**config.mk**
```make
export PLATFORM = sky130hd
export DESIGN_NAME = luhn_card_brand_check_core
export DESIGN_NICKNAME = d
export VERILOG_FILES = /design/src/rtl/lcbc_pkg.sv /design/src/rtl/lcbc_dabble_stage.sv /design/src/rtl/lcbc_classify.sv /design/src/rtl/luhn_card_brand_check_core.sv
export SDC_FILE = /design/constraint.sdc
export NUM_CORES = 2
export LEC_CHECK = 0
export BUFFER_PORTS_ARGS = -buffer_cell sky130_fd_sc_hd__buf_2
export CELL_PAD_IN_SITES_DETAIL_PLACEMENT = 1
export CELL_PAD_IN_SITES_GLOBAL_PLACEMENT = 1
export CORE_MARGIN = 1.5
export CORE_UTILIZATION = 25
export CTS_CLUSTER_SIZE = 8
export DETAILED_ROUTE_END_ITERATION = 10
export PLACE_DENSITY_LB_ADDON = 0.1
export SYNTH_ARGS = -nofsm -noshare
export SYNTH_HDL_FRONTEND = slang
export SYNTH_SLANG_ARGS = --single-unit
```
**constraint.sdc**
```tcl
create_clock -name clk -period 10.8 [get_ports clk]
set_input_delay 1.62 -clock clk [delete_from_list [all_inputs] [get_ports clk]]
set_output_delay 1.62 -clock clk [all_outputs]
set_load 0.02 [all_outputs]
```
**src/rtl/lcbc_pkg.sv**
```systemverilog
// ----------------------------------------------------------------------------
// lcbc_pkg: shared definitions for the Luhn card brand check
// Widths, pipeline sizing, brand codes and prefix limits.
// ----------------------------------------------------------------------------
package lcbc_pkg;

	localparam int NUM_W          = 63;
	localparam int BIN_W          = 64;
	localparam int DIGIT_W        = 4;
	localparam int NUM_DIGITS     = 19;
	localparam int BCD_W          = NUM_DIGITS * DIGIT_W;
	localparam int BITS_PER_STAGE = 4;
	localparam int NUM_STAGES     = BIN_W / BITS_PER_STAGE;
	localparam int GROUP_SIZE     = 5;
	localparam int NUM_GROUPS     = (NUM_DIGITS + GROUP_SIZE - 1) / GROUP_SIZE;
	localparam int SUM_W          = 8;
	localparam int MAX_MULT10     = (NUM_DIGITS * 9) / 10;
	localparam int COUNT_W        = 5;
	localparam int PREFIX_W       = 7;
	localparam int BRAND_W        = 2;
	localparam int MAX_DIGITS_DEF = 19;
	localparam int LATENCY        = NUM_STAGES + 3;

	localparam logic [BRAND_W-1:0] BRAND_INVALID    = 2'd0;
	localparam logic [BRAND_W-1:0] BRAND_AMEX       = 2'd1;
	localparam logic [BRAND_W-1:0] BRAND_VISA       = 2'd2;
	localparam logic [BRAND_W-1:0] BRAND_MASTERCARD = 2'd3;

	localparam logic [PREFIX_W-1:0] PFX_AMEX_A = 7'd34;
	localparam logic [PREFIX_W-1:0] PFX_AMEX_B = 7'd37;
	localparam logic [PREFIX_W-1:0] PFX_VISA_LO = 7'd40;
	localparam logic [PREFIX_W-1:0] PFX_VISA_HI = 7'd49;
	localparam logic [PREFIX_W-1:0] PFX_MC_LO  = 7'd51;
	localparam logic [PREFIX_W-1:0] PFX_MC_HI  = 7'd55;

	localparam logic [COUNT_W-1:0] CNT_AMEX   = 5'd15;
	localparam logic [COUNT_W-1:0] CNT_VISA_A = 5'd13;
	localparam logic [COUNT_W-1:0] CNT_VISA_B = 5'd16;
	localparam logic [COUNT_W-1:0] CNT_MC     = 5'd16;

	typedef logic [BCD_W-1:0] bcd_t;
	typedef logic [BIN_W-1:0] bin_t;
	typedef logic [SUM_W-1:0] sum_t;

	// Luhn weight of one digit; doubled digits fold their digit sum.
	function automatic logic [DIGIT_W-1:0] luhn_map(input logic [DIGIT_W-1:0] d,
			input logic dbl);
		logic [DIGIT_W:0] t;
		t = {d, 1'b0};
		if (!dbl) begin
			luhn_map = d;
		end else if (t >= 5'd10) begin
			luhn_map = DIGIT_W'(t - 5'd9);
		end else begin
			luhn_map = t[DIGIT_W-1:0];
		end
	endfunction

endpackage

```
**src/rtl/lcbc_dabble_stage.sv**
```systemverilog
// ----------------------------------------------------------------------------
// lcbc_dabble_stage: one binary-to-BCD pipeline stage
// Runs BITS_PER_STAGE shift-add-3 steps and registers the result.
// ----------------------------------------------------------------------------
module lcbc_dabble_stage
	import lcbc_pkg::*;
(
	input  logic clk,
	input  logic arst_n,
	input  logic in_valid,
	input  bcd_t in_bcd,
	input  bin_t in_bin,
	output logic out_valid,
	output bcd_t out_bcd,
	output bin_t out_bin
);

	logic valid_s1;
	bcd_t bcd_s1;
	bin_t bin_s1;
	bcd_t bcd_nx;
	bin_t bin_nx;

	always_comb begin
		bcd_t b;
		bin_t r;
		b = in_bcd;
		r = in_bin;
		for (int s = 0; s < BITS_PER_STAGE; s++) begin
			for (int d = 0; d < NUM_DIGITS; d++) begin
				if (b[d*DIGIT_W +: DIGIT_W] >= 4'd5)
					b[d*DIGIT_W +: DIGIT_W] = b[d*DIGIT_W +: DIGIT_W] + 4'd3;
			end
			b = {b[BCD_W-2:0], r[BIN_W-1]};
			r = {r[BIN_W-2:0], 1'b0};
		end
		bcd_nx = b;
		bin_nx = r;
	end

	always_ff @(posedge clk or negedge arst_n) begin
		if (!arst_n) begin
			valid_s1 <= 1'b0;
		end else begin
			valid_s1 <= in_valid;
		end
	end

	always_ff @(posedge clk) begin
		bcd_s1 <= bcd_nx;
		bin_s1 <= bin_nx;
	end

	assign out_valid = valid_s1;
	assign out_bcd   = bcd_s1;
	assign out_bin   = bin_s1;

endmodule

```
**src/rtl/lcbc_classify.sv**
```systemverilog
// ----------------------------------------------------------------------------
// lcbc_classify: Luhn sum, digit count, prefix and brand
// Three register stages behind the BCD conversion.
// ----------------------------------------------------------------------------
module lcbc_classify
	import lcbc_pkg::*;
#(
	parameter int MAX_DIGITS = MAX_DIGITS_DEF
) (
	input  logic                clk,
	input  logic                arst_n,
	input  logic                in_valid,
	input  bcd_t                in_bcd,
	output logic                done,
	output logic [BRAND_W-1:0]  brand,
	output logic                checksum_ok,
	output logic [COUNT_W-1:0]  digit_count,
	output logic [PREFIX_W-1:0] leading_prefix
);

	// stage 1: digit weights, group sums, digit counts
	logic                valid_s1;
	sum_t                grp_s1 [NUM_GROUPS];
	logic [COUNT_W-1:0]  ncnt_s1;
	logic [COUNT_W-1:0]  cnt_s1;
	bcd_t                bcd_s1;
	sum_t                grp_nx [NUM_GROUPS];
	logic [COUNT_W-1:0]  ncnt_nx;
	logic [COUNT_W-1:0]  cnt_nx;

	always_comb begin
		logic [DIGIT_W-1:0] m;
		for (int g = 0; g < NUM_GROUPS; g++)
			grp_nx[g] = '0;
		ncnt_nx = COUNT_W'(1);
		for (int i = 0; i < NUM_DIGITS; i++) begin
			m = luhn_map(in_bcd[i*DIGIT_W +: DIGIT_W], (i % 2) == 1);
			if (i < MAX_DIGITS)
				grp_nx[i/GROUP_SIZE] = grp_nx[i/GROUP_SIZE] + SUM_W'(m);
			if (in_bcd[i*DIGIT_W +: DIGIT_W] != '0)
				ncnt_nx = COUNT_W'(i + 1);
		end
		if (ncnt_nx > COUNT_W'(MAX_DIGITS))
			cnt_nx = COUNT_W'(MAX_DIGITS);
		else
			cnt_nx = ncnt_nx;
	end

	always_ff @(posedge clk or negedge arst_n) begin
		if (!arst_n) begin
			valid_s1 <= 1'b0;
		end else begin
			valid_s1 <= in_valid;
		end
	end

	always_ff @(posedge clk) begin
		grp_s1  <= grp_nx;
		ncnt_s1 <= ncnt_nx;
		cnt_s1  <= cnt_nx;
		bcd_s1  <= in_bcd;
	end

	// stage 2: total, mod-10 test, leading prefix
	logic                valid_s2;
	logic                ok_s2;
	logic [PREFIX_W-1:0] pfx_s2;
	logic [COUNT_W-1:0]  cnt_s2;
	logic                ok_nx;
	logic [PREFIX_W-1:0] pfx_nx;

	always_comb begin
		sum_t               total;
		logic [DIGIT_W-1:0] hi;
		logic [DIGIT_W-1:0] lo;
		total = '0;
		for (int g = 0; g < NUM_GROUPS; g++)
			total = total + grp_s1[g];
		ok_nx = 1'b0;
		for (int k = 0; k <= MAX_MULT10; k++) begin
			if (total == SUM_W'(k * 10))
				ok_nx = 1'b1;
		end
		hi = '0;
		lo = bcd_s1[DIGIT_W +: DIGIT_W];
		for (int i = 2; i < NUM_DIGITS; i++) begin
			if (ncnt_s1 == COUNT_W'(i + 1)) begin
				hi = bcd_s1[i*DIGIT_W +: DIGIT_W];
				lo = bcd_s1[(i-1)*DIGIT_W +: DIGIT_W];
			end
		end
		pfx_nx = ({3'b000, hi} << 3) + ({3'b000, hi} << 1) + {3'b000, lo};
	end

	always_ff @(posedge clk or negedge arst_n) begin
		if (!arst_n) begin
			valid_s2 <= 1'b0;
		end else begin
			valid_s2 <= valid_s1;
		end
	end

	always_ff @(posedge clk) begin
		ok_s2  <= ok_nx;
		pfx_s2 <= pfx_nx;
		cnt_s2 <= cnt_s1;
	end

	// stage 3: brand decision, output word
	logic                valid_s3;
	logic [BRAND_W-1:0]  brand_s3;
	logic                ok_s3;
	logic [COUNT_W-1:0]  cnt_s3;
	logic [PREFIX_W-1:0] pfx_s3;
	logic [BRAND_W-1:0]  brand_nx;

	always_comb begin
		brand_nx = BRAND_INVALID;
		if (ok_s2) begin
			if ((pfx_s2 == PFX_AMEX_A || pfx_s2 == PFX_AMEX_B) && cnt_s2 == CNT_AMEX)
				brand_nx = BRAND_AMEX;
			else if (pfx_s2 >= PFX_VISA_LO && pfx_s2 <= PFX_VISA_HI
					&& (cnt_s2 == CNT_VISA_A || cnt_s2 == CNT_VISA_B))
				brand_nx = BRAND_VISA;
			else if (pfx_s2 >= PFX_MC_LO && pfx_s2 <= PFX_MC_HI && cnt_s2 == CNT_MC)
				brand_nx = BRAND_MASTERCARD;
		end
	end

	always_ff @(posedge clk or negedge arst_n) begin
		if (!arst_n) begin
			valid_s3 <= 1'b0;
		end else begin
			valid_s3 <= valid_s2;
		end
	end

	always_ff @(posedge clk) begin
		brand_s3 <= brand_nx;
		ok_s3    <= ok_s2;
		cnt_s3   <= cnt_s2;
		pfx_s3   <= pfx_s2;
	end

	assign done           = valid_s3;
	assign brand          = brand_s3;
	assign checksum_ok    = ok_s3;
	assign digit_count    = cnt_s3;
	assign leading_prefix = pfx_s3;

endmodule

```
**src/rtl/luhn_card_brand_check_core.sv**
```systemverilog
// ----------------------------------------------------------------------------
// luhn_card_brand_check_core: Luhn mod-10 check and card brand decode
// Pipeline: the result strobe (done) follows the start edge through
//   16 binary-to-BCD stages, 4 bits each, then 3 checksum/classify stages.
// Throughput: one word per cycle; busy stays low, no stalls.
// Reset: arst_n clears all stage valid bits asynchronously; data regs unreset.
// ----------------------------------------------------------------------------
module luhn_card_brand_check_core
	import lcbc_pkg::*;
#(
	parameter int MAX_DIGITS = MAX_DIGITS_DEF
) (
	input  logic                clk,
	input  logic                arst_n,
	input  logic                start,
	output logic                busy,
	input  logic [NUM_W-1:0]    card_number,
	output logic                done,
	output logic [BRAND_W-1:0]  brand,
	output logic                checksum_ok,
	output logic [COUNT_W-1:0]  digit_count,
	output logic [PREFIX_W-1:0] leading_prefix
);

	logic stg_valid [NUM_STAGES+1];
	bcd_t stg_bcd   [NUM_STAGES+1];
	bin_t stg_bin   [NUM_STAGES];

	assign busy         = 1'b0;
	assign stg_valid[0] = start;
	assign stg_bcd[0]   = '0;
	assign stg_bin[0]   = {{(BIN_W-NUM_W){1'b0}}, card_number};

	for (genvar g = 0; g < NUM_STAGES; g++) begin : g_dabble
		if (g == NUM_STAGES - 1) begin : g_last
			lcbc_dabble_stage u_stage (
				.clk       (clk),
				.arst_n    (arst_n),
				.in_valid  (stg_valid[g]),
				.in_bcd    (stg_bcd[g]),
				.in_bin    (stg_bin[g]),
				.out_valid (stg_valid[g+1]),
				.out_bcd   (stg_bcd[g+1]),
				.out_bin   ()
			);
		end else begin : g_mid
			lcbc_dabble_stage u_stage (
				.clk       (clk),
				.arst_n    (arst_n),
				.in_valid  (stg_valid[g]),
				.in_bcd    (stg_bcd[g]),
				.in_bin    (stg_bin[g]),
				.out_valid (stg_valid[g+1]),
				.out_bcd   (stg_bcd[g+1]),
				.out_bin   (stg_bin[g+1])
			);
		end
	end

	lcbc_classify #(
		.MAX_DIGITS (MAX_DIGITS)
	) u_classify (
		.clk            (clk),
		.arst_n         (arst_n),
		.in_valid       (stg_valid[NUM_STAGES]),
		.in_bcd         (stg_bcd[NUM_STAGES]),
		.done           (done),
		.brand          (brand),
		.checksum_ok    (checksum_ok),
		.digit_count    (digit_count),
		.leading_prefix (leading_prefix)
	);

endmodule

```
==> results.md <==
- Status: finished, final reports clean
- Final Cycle Share: 51.2%
- Slew Limit Fails: 0
- I/O Pins: 83
- Max_cap viols: 0
- Fin. Hold Viols: 0
- Number of setup buffers added after CTS: 0
- Critical Path RT: 11.54 ns
- Worst-margin pin slew: 1.00 ns
- Post-route setup slack: ~5.3 ns
- H-tree depth reported by CTS: 4
- Crit path launch: g_dabble[10].g_mid.u_stage.out_bcd[9]
- Die W: roughly 640 um
- Number of vias in the routed layout: 81136
- DR iter-0 viols: between 1500 and 2000
- Synth unique cells: around 110
- Most frequent cell on the critical path: inv_1
- DR pass1 iterations: 4
- Die height: between 600 and 700 um
- Asr flop ratio synth: under 10%
- Final setup viols: 0
- Root buf cell: clkbuf_16
- Post-synth EDFFs: 0
- Seq cells post-synth: around 1300
- Slowest CP cell: a2111oi_0
- Peak Freq: 181 MHz
- Post-route ant nets: 0
- Slew HR: a little under a third
- Hold buffers post-CTS: 0
- Gr ovfl total: 0
- Post_cts resized: 0
- Area post-placement: 109000 um^2
- Largest net degree at the start of global routing: 73
- Sink Count: 1320
- Worst path buffer plus inverter count: 5
- Worst path arrival time: 6.28 ns
- R2r worst-path depth: 24
- Core ar.: 407000 um^2
- HPWL Detailed: 191000 um
- Mean Syn Cell Area: 8.52 um^2
- Post-place setup slack: 5.21 ns
- Port bufs: 81
- CTS tree: yes
- First-pass GRT wire length: 404000 um
- Cts bufs inserted: 203
- Cell Area, Synth: 102000 um^2
- Unrepaired setup endpoints after global routing: false
- Crit-path max FO: 6
- Synth warn: 0
- WP depth: 24
- Clock Tree Buf Depth: 4
- Synth Flop Type: dfxtp_1
- Critical path class: flip-flop to flip-flop
- Drt drc: 0
- Die area: 413000 um^2
- Register-to-register path setup slack: ~5.3 ns
- Final instance area: 115000 um^2
- Startpoint types: flip-flop
- Initial Util: 25.1%
- DRT Wirelength: ~240000 um
- Register area share after synthesis: 25.9%
- Critical path endpoint: g_dabble[11].g_mid.u_stage.out_bcd[10]
- Clk_lat worst skew: between 0.8 and 0.9 ns
- Setup Skew: 0.0396 ns
- Area delta synth->final: 12.4%
- Worst-path cell chain: inv_1 > ha_1 > nor2b_1 > a2bb2oi_1 > and2_1 > inv_1 > ha_1 > nor2b_1 > a2111oi_0 > a211oi_2 > xnor2_1 > inv_1 > ha_1 > nor2b_1 > o21ai_0 > xor2_1 > inv_1 > ha_1 > inv_1 > nand2_1 > a21oi_1 > a31oi_1 > o21ai_0 > mux2_2
- Post-layout minimum cycle time: 5.53 ns
- Routed WL per cell: approximately 13 um
- Post-Syn Instances: around 12000
- Largest delay share family, worst path: compound AO/OA/AOI/OAI gates
- Routability cong.: 0.752
- HP Class: flip-flop to flip-flop
- Rows: 234
- Via-to-Cell Ratio: ~4.6
- Final TNS setup: 0 ns
- Layout cells sized above 1: 7.67%
- Mapped Nets: 13462
- Vias in the first global route: 87005
- Worst setup EP type: flip-flop
- Slowest cell delay on critical path: 0.46 ns
- Worst R2R Start: g_dabble[10].g_mid.u_stage.out_bcd[9]
- Nets@finish: 13625
- GRT Util Overall: 11.1%
- Crit Reg-Reg Endpoint: g_dabble[11].g_mid.u_stage.out_bcd[10]
- Clock transition at path regs: 0.06 ns
- Initial antenna violation count: 4
## kinds of logic (layout without fill, tap and decap cells)
logic type	after synthesis	after routing	share of synthesized area (%)
fa+ha+maj	1391	1391	17.4
xor+xnor	550	550	4.71
mux	1129	1129	11.6
flops	1320	1320	25.9
compound gates	2753	2753	17.9
simple gates	3175	3175	16.2
buf+inv	1686	1931	6.24
other cells	1	2	0.00367
## area by class of cell
class | count | area, um^2
fillers | 47440 | 292000
multi-input cells | 8999 | 69400
flip-flops and latches | 1320 | 26500
well taps | 5428 | 6790
inverters | 1559 | 5850
clock buffers | 263 | 5550
repair buffers | 85 | 435
clock inverters | 24 | 405
diodes | 1 | 2.50
## placed cells by master, fill, tap and decap left out, drive strengths merged, types with 34 or more instances in the layout
cell type,n
a31oi,151
a221oi,101
nor3b,138
mux2,406
or4b,43
o211ai,35
o21ai,814
mux2i,718
o22ai,43
nand2,700
a2bb2oi,109
nand2b,459
dfxtp,1301
o31ai,159
ha,1343
a211o,93
and2b,96
nor3,208
and2,102
xnor2,414
buf,85
o21bai,153
nor2b,393
a211oi,150
clkbuf,263
a21boi,36
xor2,136
or2,66
nor2,808
o21a,34
a21oi,488
a21o,193
inv,1563
nand4bb,34
fa,48
## Yosys cell counts, drive strengths merged, types with 66 or more instances
| master | count | area (um^2) |
|---|---|---|
| and2 | 102 | 641 |
| o21bai | 153 | 1150 |
| o21ai | 814 | 4230 |
| ha | 1343 | 16800 |
| nor2b | 393 | 2460 |
| a31oi | 151 | 951 |
| o31ai | 159 | 1250 |
| a2bb2oi | 109 | 955 |
| nor2 | 808 | 3030 |
| clkbuf | 97 | 373 |
| a211o | 93 | 815 |
| nand2b | 459 | 2880 |
| xnor2 | 414 | 3630 |
| nor3b | 138 | 1040 |
| and2b | 96 | 722 |
| nand2 | 700 | 2630 |
| xor2 | 136 | 1190 |
| inv | 1559 | 5850 |
| dfxtp | 1301 | 26000 |
| mux2 | 406 | 4580 |
| nor3 | 208 | 1040 |
| a21o | 193 | 1450 |
| a211oi | 150 | 1190 |
| a21oi | 488 | 2460 |
| a221oi | 101 | 885 |
| or2 | 66 | 413 |
| mux2i | 718 | 7220 |
## worst min-delay path by stage
stage                                            end  depth (start not counted)                             startpoint
5_1_grt        g_dabble[3].g_mid.u_stage.out_bin[62]                          0  g_dabble[2].g_mid.u_stage.out_bin[58]
3_5_place_dp   g_dabble[4].g_mid.u_stage.out_bin[24]                          0  g_dabble[3].g_mid.u_stage.out_bin[20]
2_1_floorplan  g_dabble[10].g_mid.u_stage.out_bcd[0]                          0  g_dabble[9].g_mid.u_stage.out_bin[60]
3_3_place_gp    g_dabble[1].g_mid.u_stage.out_bcd[0]                          0  g_dabble[0].g_mid.u_stage.out_bin[60]
6_report       g_dabble[3].g_mid.u_stage.out_bin[63]                          0  g_dabble[2].g_mid.u_stage.out_bin[59]
4_1_cts        g_dabble[4].g_mid.u_stage.out_bin[59]                          0  g_dabble[3].g_mid.u_stage.out_bin[55]
## state kept, by name, indices dropped and copies added, names as in the netlist
name	flops
u_classify.done	1
u_classify.valid_s1	1
u_classify.ok_s2	1
u_classify.ncnt_s1	5
g_dabble.g_mid.u_stage.out_bin	480
u_classify.cnt_s1	5
u_classify.grp_s1	27
u_classify.bcd_s1	72
u_classify.brand	2
g_dabble.g_last.u_stage.out_valid	1
u_classify.valid_s2	1
u_classify.checksum_ok	1
g_dabble.g_mid.u_stage.out_valid	15
u_classify.digit_count	5
u_classify.pfx_s2	7
g_dabble.g_mid.u_stage.out_bcd	608
u_classify.cnt_s2	5
u_classify.leading_prefix	7
g_dabble.g_last.u_stage.out_bcd	76
## metrics by stage
step	hold WS, ns	util [%]	instances
3_5_place_dp	0.313	26.8	17391
6_report	0.292	28.3	17679
5_1_grt	0.303	28.3	17679
2_1_floorplan	0.310	-	12005
3_3_place_gp	0.310	26.8	17391
4_1_cts	0.297	28.3	17678
## routing by layer
layer / track usage (%) / vias up / wire, um / share of wire (%)
met5: 0 / - / 0 / 0
met4: 2.98 / 0 / 5760 / 2.4
met3: 1.47 / 321 / 5630 / 2.4
met2: 22.1 / 435 / 123000 / 52
met1: 12.2 / 38785 / 101000 / 43
li1: - / 41595 / - / -
Power is left out: the tool's default activity adds up to more than one toggle a clock period on the data nets, which glitch-free logic cannot reach.
